--- config.mk ---
export PLATFORM = sky130hd
export DESIGN_NAME = color_mask_centroid_steering_flat
export DESIGN_NICKNAME = d
export VERILOG_FILES = /design/src/hw/rtl/cmcs_pkg.sv /design/src/hw/rtl/cmcs_if.sv /design/src/hw/rtl/cmcs_front.sv /design/src/hw/rtl/cmcs_fifo.sv /design/src/hw/rtl/cmcs_div.sv /design/src/hw/rtl/cmcs_back.sv /design/src/hw/rtl/color_mask_centroid_steering.sv /design/src/flat_wrapper.sv
export SDC_FILE = /design/constraint.sdc
export NUM_CORES = 1
export LEC_CHECK = 0
export BUFFER_PORTS_ARGS = -buffer_cell sky130_fd_sc_hd__buf_2
export CORE_UTILIZATION = 45
export DETAILED_ROUTE_END_ITERATION = 10
export HOLD_SLACK_MARGIN = 0.08
export SYNTH_ARGS = -nofsm -noshare
export SYNTH_HDL_FRONTEND = slang
export SYNTH_SLANG_ARGS = --single-unit
--- constraint.sdc ---
create_clock -name clk -period 8.11 [get_ports clk]
set_input_delay 2.433 -clock clk [delete_from_list [all_inputs] [get_ports clk]]
set_output_delay 2.433 -clock clk [all_outputs]
set_load 0.02 [all_outputs]
--- src/hw/rtl/cmcs_pkg.sv ---
package cmcs_pkg;

  localparam int CFG_INDEX_W = 3;
  localparam int CFG_DATA_W  = 12;

  localparam logic [CFG_INDEX_W-1:0] REG_HUE_LOWER     = 3'd0;
  localparam logic [CFG_INDEX_W-1:0] REG_HUE_UPPER     = 3'd1;
  localparam logic [CFG_INDEX_W-1:0] REG_SAT_LOWER     = 3'd2;
  localparam logic [CFG_INDEX_W-1:0] REG_VAL_LOWER     = 3'd3;
  localparam logic [CFG_INDEX_W-1:0] REG_LINE_WIDTH    = 3'd4;
  localparam logic [CFG_INDEX_W-1:0] REG_TARGET_COLUMN = 3'd5;
  localparam logic [CFG_INDEX_W-1:0] REG_STEER_GAIN    = 3'd6;

  localparam logic [10:0] NEUTRAL_PULSE = 11'd1520;
  localparam logic [10:0] PULSE_MIN     = 11'd1000;
  localparam logic [10:0] PULSE_MAX     = 11'd2000;

  // pulse limits in q8
  localparam int NEUTRAL_Q8    = 1520 * 256;
  localparam int PULSE_MIN_Q8  = 1000 * 256;
  localparam int PULSE_CEIL_Q8 = 2001 * 256;

  typedef struct packed {
    logic [7:0]  hue_lower;
    logic [7:0]  hue_upper;
    logic [7:0]  sat_lower;
    logic [7:0]  val_lower;
    logic [9:0]  line_width;
    logic [8:0]  target_column;
    logic [11:0] steer_gain;
  } cmcs_cfg_t;

  localparam cmcs_cfg_t CFG_RESET = '{
    hue_lower:     8'd20,
    hue_upper:     8'd50,
    sat_lower:     8'd40,
    val_lower:     8'd130,
    line_width:    10'd320,
    target_column: 9'd160,
    steer_gain:    12'd870
  };

endpackage

--- src/hw/rtl/cmcs_if.sv ---
interface cmcs_pixel_if;
  logic       valid;
  logic       ready;
  logic [7:0] hue;
  logic [7:0] saturation;
  logic [7:0] brightness;
  logic       frame_end;

  modport source (output valid, hue, saturation, brightness, frame_end, input ready);
  modport sink   (input valid, hue, saturation, brightness, frame_end, output ready);
endinterface

interface cmcs_result_if;
  logic              valid;
  logic              ready;
  logic signed [9:0] center_x;
  logic signed [9:0] center_y;
  logic [10:0]       steer_angle;
  logic              found;

  modport source (output valid, center_x, center_y, steer_angle, found, input ready);
  modport sink   (input valid, center_x, center_y, steer_angle, found, output ready);
endinterface

--- src/hw/rtl/cmcs_front.sv ---
module cmcs_front #(
  parameter int MAX_WIDTH  = 512,
  parameter int MAX_HEIGHT = 512,
  localparam int CW  = $clog2(MAX_WIDTH),
  localparam int RW  = $clog2(MAX_HEIGHT),
  localparam int MW  = $clog2(MAX_WIDTH * MAX_HEIGHT + 1),
  localparam int CSW = CW + MW,
  localparam int RSW = RW + MW,
  localparam int FW  = CSW + RSW + MW
) (
  input  logic                clk,
  input  logic                rst,
  input  cmcs_pkg::cmcs_cfg_t cfg,
  cmcs_pixel_if.sink          pixel,
  input  logic                push_ready,
  output logic                push,
  output logic [FW-1:0]       push_data
);
  import cmcs_pkg::*;

  // wide enough for line_width and for column_count + 1
  localparam int LW = (CW + 1 > 10) ? CW + 1 : 10;

  logic [CW-1:0]  column_count;
  logic [RW-1:0]  row_count;
  logic [CSW-1:0] column_sum;
  logic [RSW-1:0] row_sum;
  logic [MW-1:0]  mask_count;

  logic [CSW-1:0] column_sum_next;
  logic [RSW-1:0] row_sum_next;
  logic [MW-1:0]  mask_count_next;
  logic [LW-1:0]  line_w;
  logic [LW-1:0]  width_eff;
  logic [LW-1:0]  column_plus;
  logic           hit;
  logic           take;
  logic           accept;

  assign pixel.ready = push_ready;
  assign accept      = pixel.valid && pixel.ready;

  always_comb begin
    line_w = LW'(cfg.line_width);
    priority if (line_w == '0) begin
      width_eff = LW'(1);
    end else if (line_w > LW'(MAX_WIDTH)) begin
      width_eff = LW'(MAX_WIDTH);
    end else begin
      width_eff = line_w;
    end
    column_plus = LW'(column_count) + LW'(1);

    hit = (pixel.hue >= cfg.hue_lower) && (pixel.hue <= cfg.hue_upper) &&
          (pixel.saturation >= cfg.sat_lower) && (pixel.brightness >= cfg.val_lower);
    // sums freeze once the count is full
    take = hit && (mask_count < MW'(MAX_WIDTH * MAX_HEIGHT));

    column_sum_next = column_sum;
    row_sum_next    = row_sum;
    mask_count_next = mask_count;
    if (take) begin
      column_sum_next = column_sum + CSW'(column_count);
      row_sum_next    = row_sum + RSW'(row_count);
      mask_count_next = mask_count + MW'(1);
    end
  end

  assign push      = accept && pixel.frame_end;
  assign push_data = {column_sum_next, row_sum_next, mask_count_next};

  always_ff @(posedge clk) begin
    if (rst) begin
      column_count <= '0;
      row_count    <= '0;
      column_sum   <= '0;
      row_sum      <= '0;
      mask_count   <= '0;
    end else if (accept) begin
      if (pixel.frame_end) begin
        column_count <= '0;
        row_count    <= '0;
        column_sum   <= '0;
        row_sum      <= '0;
        mask_count   <= '0;
      end else begin
        column_sum <= column_sum_next;
        row_sum    <= row_sum_next;
        mask_count <= mask_count_next;
        if (column_plus >= width_eff) begin
          column_count <= '0;
          if (row_count < RW'(MAX_HEIGHT - 1)) begin
            row_count <= row_count + RW'(1);
          end
        end else begin
          column_count <= column_plus[CW-1:0];
        end
      end
    end
  end

endmodule

--- src/hw/rtl/cmcs_fifo.sv ---
module cmcs_fifo #(
  parameter int DATA_W = 8,
  parameter int DEPTH  = 2,
  localparam int AW = (DEPTH > 1) ? $clog2(DEPTH) : 1
) (
  input  logic              clk,
  input  logic              rst,
  input  logic              push,
  input  logic [DATA_W-1:0] push_data,
  output logic              full,
  input  logic              pop,
  output logic [DATA_W-1:0] pop_data,
  output logic              empty
);
  logic [DATA_W-1:0] mem [DEPTH];
  logic [AW-1:0]     wr_ptr;
  logic [AW-1:0]     rd_ptr;
  logic [AW:0]       fill;

  assign full     = (fill == (AW+1)'(DEPTH));
  assign empty    = (fill == '0);
  assign pop_data = mem[rd_ptr];

  always_ff @(posedge clk) begin
    if (push && !full) begin
      mem[wr_ptr] <= push_data;
    end
  end

  always_ff @(posedge clk) begin
    if (rst) begin
      wr_ptr <= '0;
      rd_ptr <= '0;
      fill   <= '0;
    end else begin
      if (push && !full) begin
        wr_ptr <= (wr_ptr == AW'(DEPTH - 1)) ? '0 : wr_ptr + AW'(1);
      end
      if (pop && !empty) begin
        rd_ptr <= (rd_ptr == AW'(DEPTH - 1)) ? '0 : rd_ptr + AW'(1);
      end
      unique case ({push && !full, pop && !empty})
        2'b10:   fill <= fill + (AW+1)'(1);
        2'b01:   fill <= fill - (AW+1)'(1);
        default: fill <= fill;
      endcase
    end
  end

endmodule

--- src/hw/rtl/cmcs_div.sv ---
module cmcs_div #(
  parameter int DEN_W = 19,
  parameter int QUO_W = 9,
  localparam int NUM_W = DEN_W + QUO_W,
  localparam int SW    = $clog2(QUO_W + 1)
) (
  input  logic             clk,
  input  logic             rst,
  input  logic             start,
  input  logic [NUM_W-1:0] num,
  input  logic [DEN_W-1:0] den,
  output logic             busy,
  output logic [QUO_W-1:0] quo
);
  // restoring division, one quotient bit a cycle; num < den << QUO_W
  logic [DEN_W-1:0] rem;
  logic [QUO_W-1:0] bits;
  logic [DEN_W-1:0] divisor;
  logic [SW-1:0]    steps;

  logic [DEN_W:0]   trial;
  logic [DEN_W:0]   trial_sub;
  logic             fits;
  logic [QUO_W:0]   shifted;

  always_comb begin
    trial     = {rem, bits[QUO_W-1]};
    trial_sub = trial - {1'b0, divisor};
    fits      = (trial >= {1'b0, divisor});
    shifted   = {bits, fits};
  end

  assign busy = (steps != '0);
  assign quo  = bits;

  always_ff @(posedge clk) begin
    if (rst) begin
      steps <= '0;
    end else if (start) begin
      steps <= SW'(QUO_W);
    end else if (busy) begin
      steps <= steps - SW'(1);
    end
  end

  always_ff @(posedge clk) begin
    if (start) begin
      rem     <= num[NUM_W-1:QUO_W];
      bits    <= num[QUO_W-1:0];
      divisor <= den;
    end else if (busy) begin
      rem  <= fits ? trial_sub[DEN_W-1:0] : trial[DEN_W-1:0];
      bits <= shifted[QUO_W-1:0];
    end
  end

endmodule

--- src/hw/rtl/cmcs_back.sv ---
module cmcs_back #(
  parameter int MAX_WIDTH  = 512,
  parameter int MAX_HEIGHT = 512,
  localparam int CW  = $clog2(MAX_WIDTH),
  localparam int RW  = $clog2(MAX_HEIGHT),
  localparam int MW  = $clog2(MAX_WIDTH * MAX_HEIGHT + 1),
  localparam int CSW = CW + MW,
  localparam int RSW = RW + MW,
  localparam int FW  = CSW + RSW + MW
) (
  input  logic                clk,
  input  logic                rst,
  input  cmcs_pkg::cmcs_cfg_t cfg,
  input  logic                frame_valid,
  input  logic [FW-1:0]       frame_data,
  output logic                pop,
  cmcs_result_if.source       result
);
  import cmcs_pkg::*;

  localparam int DW = ((CW > 9) ? CW : 9) + 1;
  localparam int PW = 13 + DW;
  localparam int QW = ((PW > 20) ? PW : 20) + 1;
  localparam int XW = (CW > 10) ? CW : 10;
  localparam int YW = (RW > 10) ? RW : 10;

  localparam logic [1:0] ST_IDLE = 2'd0;
  localparam logic [1:0] ST_DIV  = 2'd1;
  localparam logic [1:0] ST_SEND = 2'd2;

  localparam logic signed [QW-1:0] NEUTRAL_Q8_S = QW'(NEUTRAL_Q8);
  localparam logic signed [QW-1:0] MIN_Q8_S     = QW'(PULSE_MIN_Q8);
  localparam logic signed [QW-1:0] CEIL_Q8_S    = QW'(PULSE_CEIL_Q8);

  logic [1:0]           state;
  logic                 out_valid;
  logic                 found_q;
  logic signed [PW-1:0] product;
  logic signed [9:0]    out_x;
  logic signed [9:0]    out_y;
  logic [10:0]          out_angle;
  logic                 out_found;

  logic [CSW-1:0]       column_sum_in;
  logic [RSW-1:0]       row_sum_in;
  logic [MW-1:0]        count_in;
  logic                 found_in;
  logic                 div_start;
  logic                 x_busy;
  logic                 y_busy;
  logic [CW-1:0]        cx;
  logic [RW-1:0]        cy;
  logic [XW-1:0]        cx_ext;
  logic [YW-1:0]        cy_ext;
  logic signed [DW-1:0] diff;
  logic signed [12:0]   gain_s;
  logic signed [QW-1:0] prod_ext;
  logic signed [QW-1:0] q8;
  logic [10:0]          angle;
  logic                 send;

  assign column_sum_in = frame_data[FW-1 -: CSW];
  assign row_sum_in    = frame_data[MW+RSW-1 -: RSW];
  assign count_in      = frame_data[MW-1:0];
  assign found_in      = (count_in > MW'(1));

  assign pop       = (state == ST_IDLE) && frame_valid;
  assign div_start = pop && found_in;

  cmcs_div #(.DEN_W(MW), .QUO_W(CW)) u_div_x (
    .clk   (clk),
    .rst   (rst),
    .start (div_start),
    .num   (column_sum_in),
    .den   (count_in),
    .busy  (x_busy),
    .quo   (cx)
  );

  cmcs_div #(.DEN_W(MW), .QUO_W(RW)) u_div_y (
    .clk   (clk),
    .rst   (rst),
    .start (div_start),
    .num   (row_sum_in),
    .den   (count_in),
    .busy  (y_busy),
    .quo   (cy)
  );

  always_comb begin
    cx_ext   = XW'(cx);
    cy_ext   = YW'(cy);
    diff     = $signed({{(DW-9){1'b0}}, cfg.target_column}) - $signed({{(DW-CW){1'b0}}, cx});
    gain_s   = $signed({1'b0, cfg.steer_gain});
    prod_ext = product;
    q8       = NEUTRAL_Q8_S + prod_ext;
    priority if (q8 < MIN_Q8_S) begin
      angle = PULSE_MIN;
    end else if (q8 >= CEIL_Q8_S) begin
      angle = PULSE_MAX;
    end else begin
      angle = q8[18:8];
    end
  end

  assign send = (state == ST_SEND) && (!out_valid || result.ready);

  always_ff @(posedge clk) begin
    if (rst) begin
      state     <= ST_IDLE;
      out_valid <= 1'b0;
    end else begin
      if (out_valid && result.ready) begin
        out_valid <= 1'b0;
      end
      unique case (state)
        ST_IDLE: begin
          if (frame_valid) begin
            state <= found_in ? ST_DIV : ST_SEND;
          end
        end
        ST_DIV: begin
          if (!x_busy && !y_busy) begin
            state <= ST_SEND;
          end
        end
        ST_SEND: begin
          if (send) begin
            out_valid <= 1'b1;
            state     <= ST_IDLE;
          end
        end
        default: state <= ST_IDLE;
      endcase
    end
  end

  always_ff @(posedge clk) begin
    if (pop) begin
      found_q <= found_in;
    end
    if ((state == ST_DIV) && !x_busy && !y_busy) begin
      product <= gain_s * diff;
    end
    if (send) begin
      if (found_q) begin
        out_x     <= $signed(cx_ext[9:0]);
        out_y     <= $signed(cy_ext[9:0]);
        out_angle <= angle;
        out_found <= 1'b1;
      end else begin
        out_x     <= -10'sd1;
        out_y     <= -10'sd1;
        out_angle <= NEUTRAL_PULSE;
        out_found <= 1'b0;
      end
    end
  end

  assign result.valid       = out_valid;
  assign result.center_x    = out_x;
  assign result.center_y    = out_y;
  assign result.steer_angle = out_angle;
  assign result.found       = out_found;

endmodule

--- src/hw/rtl/color_mask_centroid_steering.sv ---
// hsv colour-mask centroid and steering: takes one hsv pixel a clock in raster order and, on
// the beat that carries frame_end, queues the frame's column sum, row sum and mask count;
// a back end divides them with two shift-subtract dividers, one quotient bit per cycle;
// two finished frames may wait in the queue and pixel input only stalls when both slots are
// taken; configuration writes are registered and are meant for when the block is idle
module color_mask_centroid_steering #(
  parameter int MAX_WIDTH  = 512,
  parameter int MAX_HEIGHT = 512
) (
  input  logic                             clk,
  input  logic                             rst,
  input  logic                             cfg_write,
  input  logic [cmcs_pkg::CFG_INDEX_W-1:0] cfg_index,
  input  logic [cmcs_pkg::CFG_DATA_W-1:0]  cfg_data,
  cmcs_pixel_if.sink                       pixel,
  cmcs_result_if.source                    result
);
  import cmcs_pkg::*;

  // widths of the frame summary that crosses the queue
  localparam int CW  = $clog2(MAX_WIDTH);
  localparam int RW  = $clog2(MAX_HEIGHT);
  localparam int MW  = $clog2(MAX_WIDTH * MAX_HEIGHT + 1);
  localparam int FW  = (CW + MW) + (RW + MW) + MW;

  cmcs_cfg_t     cfg;

  // front to queue
  logic          push;
  logic [FW-1:0] push_data;
  logic          queue_full;

  // queue to back
  logic          pop;
  logic [FW-1:0] pop_data;
  logic          queue_empty;

  // configuration registers, writes beyond the list are dropped
  always_ff @(posedge clk) begin
    if (rst) begin
      cfg <= CFG_RESET;
    end else if (cfg_write) begin
      unique case (cfg_index)
        REG_HUE_LOWER:     cfg.hue_lower     <= cfg_data[7:0];
        REG_HUE_UPPER:     cfg.hue_upper     <= cfg_data[7:0];
        REG_SAT_LOWER:     cfg.sat_lower     <= cfg_data[7:0];
        REG_VAL_LOWER:     cfg.val_lower     <= cfg_data[7:0];
        REG_LINE_WIDTH:    cfg.line_width    <= cfg_data[9:0];
        REG_TARGET_COLUMN: cfg.target_column <= cfg_data[8:0];
        REG_STEER_GAIN:    cfg.steer_gain    <= cfg_data[11:0];
        default: ;
      endcase
    end
  end

  // front: mask test, raster position and running sums, one pixel a beat
  cmcs_front #(.MAX_WIDTH(MAX_WIDTH), .MAX_HEIGHT(MAX_HEIGHT)) u_front (
    .clk        (clk),
    .rst        (rst),
    .cfg        (cfg),
    .pixel      (pixel),
    .push_ready (!queue_full),
    .push       (push),
    .push_data  (push_data)
  );

  // two-deep queue of finished frame summaries
  cmcs_fifo #(.DATA_W(FW), .DEPTH(2)) u_fifo (
    .clk       (clk),
    .rst       (rst),
    .push      (push),
    .push_data (push_data),
    .full      (queue_full),
    .pop       (pop),
    .pop_data  (pop_data),
    .empty     (queue_empty)
  );

  // back: centroid division, steering multiply and clamp, result register
  cmcs_back #(.MAX_WIDTH(MAX_WIDTH), .MAX_HEIGHT(MAX_HEIGHT)) u_back (
    .clk         (clk),
    .rst         (rst),
    .cfg         (cfg),
    .frame_valid (!queue_empty),
    .frame_data  (pop_data),
    .pop         (pop),
    .result      (result)
  );

endmodule

--- src/flat_wrapper.sv ---
// flat-port wrapper written by rule: the top's interface ports become plain ports
module color_mask_centroid_steering_flat import cmcs_pkg::*;
#(
  parameter int MAX_WIDTH  = 512,
  parameter int MAX_HEIGHT = 512
)
  (clk, rst, cfg_write, cfg_index, cfg_data, pixel_valid, pixel_hue, pixel_saturation, pixel_brightness, pixel_frame_end, pixel_ready, result_valid, result_center_x, result_center_y, result_steer_angle, result_found, result_ready);
  cmcs_pixel_if pixel_i ();
  cmcs_result_if result_i ();
  input  logic clk;
  input  logic rst;
  input  logic cfg_write;
  input  logic [cmcs_pkg::CFG_INDEX_W-1:0] cfg_index;
  input  logic [cmcs_pkg::CFG_DATA_W-1:0] cfg_data;
  input wire logic [$bits(pixel_i.valid)-1:0] pixel_valid;
  input wire logic [$bits(pixel_i.hue)-1:0] pixel_hue;
  input wire logic [$bits(pixel_i.saturation)-1:0] pixel_saturation;
  input wire logic [$bits(pixel_i.brightness)-1:0] pixel_brightness;
  input wire logic [$bits(pixel_i.frame_end)-1:0] pixel_frame_end;
  output wire logic [$bits(pixel_i.ready)-1:0] pixel_ready;
  output wire logic [$bits(result_i.valid)-1:0] result_valid;
  output wire logic [$bits(result_i.center_x)-1:0] result_center_x;
  output wire logic [$bits(result_i.center_y)-1:0] result_center_y;
  output wire logic [$bits(result_i.steer_angle)-1:0] result_steer_angle;
  output wire logic [$bits(result_i.found)-1:0] result_found;
  input wire logic [$bits(result_i.ready)-1:0] result_ready;
  assign pixel_i.valid = pixel_valid;
  assign pixel_i.hue = pixel_hue;
  assign pixel_i.saturation = pixel_saturation;
  assign pixel_i.brightness = pixel_brightness;
  assign pixel_i.frame_end = pixel_frame_end;
  assign pixel_ready = pixel_i.ready;
  assign result_valid = result_i.valid;
  assign result_center_x = result_i.center_x;
  assign result_center_y = result_i.center_y;
  assign result_steer_angle = result_i.steer_angle;
  assign result_found = result_i.found;
  assign result_i.ready = result_ready;
  color_mask_centroid_steering #(.MAX_WIDTH(MAX_WIDTH), .MAX_HEIGHT(MAX_HEIGHT)) u_core (.clk(clk), .rst(rst), .cfg_write(cfg_write), .cfg_index(cfg_index), .cfg_data(cfg_data), .pixel(pixel_i), .result(result_i));
endmodule
---- Word-level counts from Yosys, hierarchy flattened ----
Memories as Yosys holds them, arrays and structs flattened. A register that Yosys moved wholly into a read port is not among the register bits.
Cells that the tools add are included.
word-level totals
  flip-flop bits (word level) ............. 302
  RAM bits ................................ 150
  input bits .............................. 45
  output and inout bits ................... 34
  word-level logic and storage cells ...... 172
  memories kept ........................... 1
memory list
  memory             depth  width  read ports  clocked after memory_dff  write ports  line             source
  u_core.u_fifo.mem  2      75     1           1                         1            cmcs_fifo.sv:15  logic [DATA_W-1:0] mem [DEPTH];
operators by class
  add/sub/neg operators ................... 15
  $mul .................................... 1
  magnitude comparators ................... 13
  eq/ne operators ......................... 14
  mux-type cells .......................... 47
  bitwise gates (word level) .............. 1
  reduce and logical (&&, ||, !) cells .... 44
operators by type and width
  cell                                                                                    count
  19-bit two-way mux                                                                      8
  28-bit two-way mux                                                                      4
  9-bit two-way mux                                                                       9
  28-bit by 9-bit adder with 28-bit output                                                2
  20-bit by 19-bit greater-or-equal comparator with 1-bit output                          2
  10-bit two-way mux                                                                      4
  19-bit subtractor                                                                       2
  20-bit by 23-bit adder with 24-bit output (first input constant)                        1
  24-bit by 20-bit greater-or-equal comparator with 1-bit output (second input constant)  1
  8-bit greater-or-equal comparator                                                       3
  24-bit by 19-bit < comparator with 1-bit output (second input constant)                 1
  13-bit by 10-bit multiplier with 23-bit output                                          1
  11-bit two-way mux                                                                      2
  19-bit by 1-bit adder with 19-bit output (second input constant)                        1
  19-bit by 1-bit > comparator with 1-bit output (second input constant)                  1
  19-bit < comparator (second input constant)                                             1
  4-bit two-way mux                                                                       4
  1-bit logical AND                                                                       15
  2-bit AND reduction                                                                     7
  9-bit by 1-bit adder with 10-bit output (second input constant)                         1
  10-bit greater-or-equal comparator                                                      1
  10-bit > comparator (second input constant)                                             1
  10-bit zero test                                                                        1
  1-bit two-way mux                                                                       10
  27 further kinds                                                                        52

---- Longest topological paths before layout ----
  depth in word-level cells ............... 7
  mapped depth ............................ 31
  depth with buffers taken out ............ 30

---- By module ----
Synthesis repeated with hierarchy kept, for this count alone.
second synthesis, totals
  cells, all modules ...................... 2948
  area, all modules ....................... 29708.5 µm²
modules (own cells, without submodules)
  module                        instances  cells each  area an instance (µm²)  seq. area each (µm²)
  cmcs_front                    1          1085        7991.4                  1861.8
  cmcs_back                     1          755         7140.6                  1471.4
  cmcs_div                      2          302         3194.3                  1491.4
  cmcs_fifo                     1          259         5612.9                  4604.4
  color_mask_centroid_steering  1          245         2575.0                  1261.2

---- Least setup slack after synthesis ----
OpenSTA, ideal clock, no wires.
  path type ............................... reg2reg
  from .................................... reg u_core.u_back.u_div_x.bits[1], in the netlist u_core.u_back.u_div_x.quo[1]
  to ...................................... reg u_core.u_back.product[21] (data pin)
  library setup time ...................... 0.261 ns
  data arrival time ....................... 6.704 ns
  required time ........................... 7.849 ns
  slack ................................... 1.145 ns
  stages on the path, launching flop included .. 26
  buffers on the path ..................... 1
  clock period less this slack ............ 6.965 ns
  cell sequence ........................... edfxtp_1 inv_1 ha_1 nor2b_1 o21ai_0 a21boi_0 o21ai_0 a21boi_0 o21a_1 o211a_1 clkbuf_1 or3_1 fa_1 fa_1 inv_1 fa_1 fa_1 inv_1 fa_1 inv_1 ha_1 a31o_2 a311o_1 a41oi_1 a211oi_1 a311o_1
between the ends
  cells in the longest elaborated chain, start to end .. 2
ends and longest elaborated chain
  item                                            line              source
  from (decl)                                     cmcs_div.sv:17    logic [QUO_W-1:0] bits;
  from (signal assigned)                          cmcs_div.sv:49    bits <= num[QUO_W-1:0];
  from (signal assigned)                          cmcs_div.sv:53    bits <= shifted[QUO_W-1:0];
  9-bit by 9-bit subtractor with 10-bit output    cmcs_back.sv:93   diff = $signed({{(DW-9){1'b0}}, cfg.target_column}) - $signed({{(DW-CW){1'b0}}, cx});
  13-bit by 10-bit multiplier with 23-bit output  cmcs_back.sv:143  product <= gain_s * diff;
  to (signal assigned)                            cmcs_back.sv:143
  to (decl)                                       cmcs_back.sv:38   logic signed [PW-1:0] product;
Every way passes these cells.
A chain may end at the register's enable or synchronous reset.

---- Worst setup path in the final report ----
  from .................................... reg u_core.u_back.u_div_x.bits[0], in the netlist u_core.u_back.u_div_x.quo[0]
  to ...................................... reg u_core.u_back.product[22] (data pin)
The elaborated chain is that of the path after synthesis.

==> flow_summary_export.csv <==
group,metric,value,unit
cells_and_area,final_common_cell,"nand2_1",
global_routing,grt_first_pass_wirelength,112000,um
cells_and_area,seq_area,11600,um^2
critical_path,r2r-end,"u_core.u_back.product[22]$_DFFE_PP_",
sta,fin_crit,7.51,ns
sta,post-route-period-util,92.6,%
floorplanning,die_h,249,um
routing,vias_per_cell,5.76,
placed_design,portBuffers,78,
yosys,synthArstFlopShare,0,%
cells_and_area,final_cell_mix,"nand2_1 (313), edfxtp_1 (272), inv_1 (205), ha_1 (188), dfxtp_1 (171)",
sta,fin_skew,0.0161,ns
routing,vias,20873,
cells_and_area,drive_gt1_share,9.28,%
sta,finalSetupViolCount,0,
cells_and_area,area_delta_synth_final,10.0,%
yosys,synth_compound_area_share,13.5,%
hold_path,hold_start,"u_core.u_front.column_sum[27]$_SDFFE_PP0P_",
critical_path,critPathSlowestCell,"fa_1",
routing,wirelength,69600,um
routing,wl_met2,31600,um
yosys,muxShareOfSynthArea,3.64,%
sta,fmax,0.133,GHz
hold_path,hold_end,"u_core.u_front.column_sum[27]$_SDFFE_PP0P_",
placed_design,hpwlAfterDp,49000,um
critical_path,crit_top_cell,"fa_1",
clock_network,clk_path_buf_depth,3,
placed_design,gp_congestion,0.896,
run_status,status,"finished, final reports clean",
yosys,avgSynthCellArea,9.90,um^2
routing,drc_errors,0,
yosys,syn_inst,2785,
yosys,synth_edf_count,272,
routing,wl_met3,3710,um
flow_run,maxCapViolCount,0,
yosys,synthSimpleGateAreaFrac,17.4,%
floorplanning,dieArea,62200,um^2
floorplanning,die_w,249,um
routing,dr.pass1.iters,5,
yosys,synth-main-ff-cell,"edfxtp_1",
critical_path,path_max_fanout,12,
clock_network,cts_tree,"done",
routing,drtIter0Drc,1435,
sta,rsz0062_at_grt,"no",
cells_and_area,nNetsFinal,3119,
critical_path,r2r-start,"u_core.u_back.u_div_x.quo[0]$_DFFE_PP_",
clock_network,cts_root_buf,"clkbuf_16",
critical_path,slowest_delay,0.53,ns
clock_network,cts.sinks,444,
global_routing,grt_max_degree,100,
yosys,synth_xor_area_share,3.81,%
sta,whs,0.446,ns
critical_path,critPathTopFamily,"adder cells",
sta,hold_viol_final,0,
routing,top_layer_used,"met4",
critical_path,endpoint_kind,"flop",
hold_path,min_path_cells,1,
yosys,seq_area_frac_synth,42.1,%
critical_path,startpoint_type,"flop",
cells_and_area,final.fill_count,5363,
critical_path,reg2reg_depth,28,
floorplanning,design.core.area,60500,um^2
global_routing,grt_pass1_vias,20619,
clock_network,clk_pin_slew,0.06,ns
critical_path,required,8.45,ns
sta,tightest_slew,1.22,ns
sta,max-slew-margin-rel,18.3,%
global_routing,antenna_found_initial,2,
routing,routedWlPerCell,19.2,um
yosys,synth.cell_area,27600,um^2
routing,ant_nets,0,
cells_and_area,multi_input_area,14700,um^2
clock_network,clk_latency,0.61,ns
floorplanning,rows,90,
sta,fin_tns_setup,0,ns
critical_path,reg2reg_slack,0.60,ns
yosys,synth_cell_types,85,
cells_and_area,antenna_cells,0,
yosys,synth_top_family_by_area,"simple AND/OR/NAND/NOR gates",
yosys,synth_fa_ha_area_share,14.6,%
yosys,ys.warnings.count,0,
yosys,synth_nets,3102,
floorplanning,ioPinCount,79,
sta,report.final.slew_viol_count,0,
clock_network,cts-buffers-inserted,50,
critical_path,worstSetupPathType,"flop to flop",
clock_network,htreeDepth,2,
hold_path,hp-class,"flop to flop",
floorplanning,start_util,45.6,%
yosys,ys_ff_latch,444,
critical_path,worstPathArrival,7.86,ns
global_routing,track_usage,22.5,%
routing,wl_met1,32700,um
critical_path,path_buf_inv,4,
global_routing,gr-total-overflow,0,
[synth_stat cells (12+ instances only)]
cell / number / area (um^2)
nand2b_1: 39 / 244
a21oi_1: 148 / 741
nor2b_1: 59 / 369
ha_1: 188 / 2350
nor3b_1: 23 / 173
edfxtp_1: 272 / 8170
mux2i_1: 54 / 541
o31ai_1: 17 / 128
xnor2_1: 73 / 639
xor2_1: 47 / 412
a22o_1: 17 / 149
o211ai_1: 23 / 173
a21o_1: 42 / 315
mux2_2: 41 / 462
a32oi_1: 14 / 123
nor2_1: 121 / 454
or3_1: 38 / 238
nand4_1: 32 / 200
inv_1: 205 / 769
nor3_1: 78 / 390
o21a_1: 19 / 143
a31oi_1: 23 / 144
dfxtp_1: 172 / 3440
buf_1: 18 / 67.6
o21ai_0: 85 / 425
a211oi_1: 34 / 255
o311ai_0: 15 / 131
nor4_1: 16 / 100
nand3_1: 100 / 500
nand2_1: 314 / 1180
fa_1: 84 / 1680
o31a_1: 12 / 105
and3_1: 45 / 282
and2_1: 41 / 257
clkbuf_1: 113 / 424
[cells by family (layout without fill, tap and decap cells)]
family / Yosys count / count (layout)
AND/OR/NAND/NOR: 957 / 957
AO/OA/AOI/OAI: 549 / 549
flip-flops: 444 / 444
buffers and inverters: 348 / 407
adder cells (fa/ha/maj): 272 / 272
XOR/XNOR: 120 / 120
multiplexers: 95 / 95
[layout make-up]
cell class / count / share of cell area (%)
Multi-Input combinational cell: 1993 / 48.4
Sequential cell: 444 / 38.3
Clock buffer: 63 / 4.46
Tap cell: 782 / 3.23
Inverter: 208 / 2.58
Timing Repair Buffer: 105 / 2.01
Clock inverter: 31 / 0.991
[per-layer routing]
metal	GRT usage, %	vias up
met5	0	-
met4	6.98	0
met3	2.57	107
met2	36.3	537
met1	31.6	10176
li1	-	10053
[worst register-to-register path, delay by kind of cell, from the launching register on]
kind,cells,cell delay (ns)
adder cells (fa/ha/maj),8,3.41
flip-flops,1,0.42
buffers and inverters,4,0.20
AND/OR/NAND/NOR,3,0.59
XOR/XNOR,1,0.14
AO/OA/AOI/OAI,12,2.48
[stage by stage]
step	util, %	std cells	setup slack (ns)	area (um^2)
finish	50.1	3626	0.598	30300
global route	50.1	3626	0.0571	30300
CTS	50.1	3626	0.341	30300
detailed placement	47.4	3532	0.377	28700
global placement	47.4	3532	0.538	28700
floorplan	-	2785	1.14	27600
[sequential cells by signal, summed over array words and instances (netlist names), 2 cells and up, named ones only]
register and count:
u_core.u_fifo.mem 150, u_core.cfg 63, u_core.u_front.column_sum 28, u_core.u_front.row_sum 28, u_core.u_back.u_div_x.rem 19, u_core.u_back.u_div_y.divisor 19
u_core.u_back.u_div_y.rem 19, u_core.u_front.mask_count 19, u_core.u_back.product 15, u_core.u_back.result.steer_angle 11, u_core.u_back.result.center_x 10, u_core.u_back.result.center_y 9
u_core.u_back.u_div_x.quo 9, u_core.u_back.u_div_y.quo 9, u_core.u_front.column_count 9, u_core.u_front.row_count 9, u_core.u_back.u_div_x.steps 4, u_core.u_back.u_div_y.steps 4
u_core.u_back.state 2, u_core.u_fifo.fill 2
[worst max path at each step]
| stage | start | end | slack, ns | cells past startpoint |
|---|---|---|---|---|
| final | u_core.u_back.u_div_x.quo[0]$_DFFE_PP_ | u_core.u_back.product[22]$_DFFE_PP_ | 0.60 | 28 |
| after global routing | u_core.u_back.u_div_x.quo[2]$_DFFE_PP_ | u_core.u_back.product[21]$_DFFE_PP_ | 0.06 | 25 |
| after floorplan | u_core.u_back.u_div_x.quo[1]$_DFFE_PP_ | u_core.u_back.product[21]$_DFFE_PP_ | 1.14 | 25 |
| after CTS | u_core.u_back.u_div_x.quo[2]$_DFFE_PP_ | u_core.u_back.product[21]$_DFFE_PP_ | 0.34 | 25 |
| after global placement | u_core.u_back.u_div_x.quo[2]$_DFFE_PP_ | u_core.u_back.product[21]$_DFFE_PP_ | 0.54 | 25 |
| after detailed placement | u_core.u_back.u_div_x.quo[2]$_DFFE_PP_ | u_core.u_back.product[21]$_DFFE_PP_ | 0.38 | 25 |
[what timing repair did]
action,in CTS,in global routing
hold buffers,0,0
endpoints found under the setup margin,0,5
endpoints found under the hold margin,0,0
gates resized for setup,0,2
buffers inserted,0,0
Power is left out: the tool's default activity adds up to more than one toggle a clock period on the data nets, which glitch-free logic cannot reach.
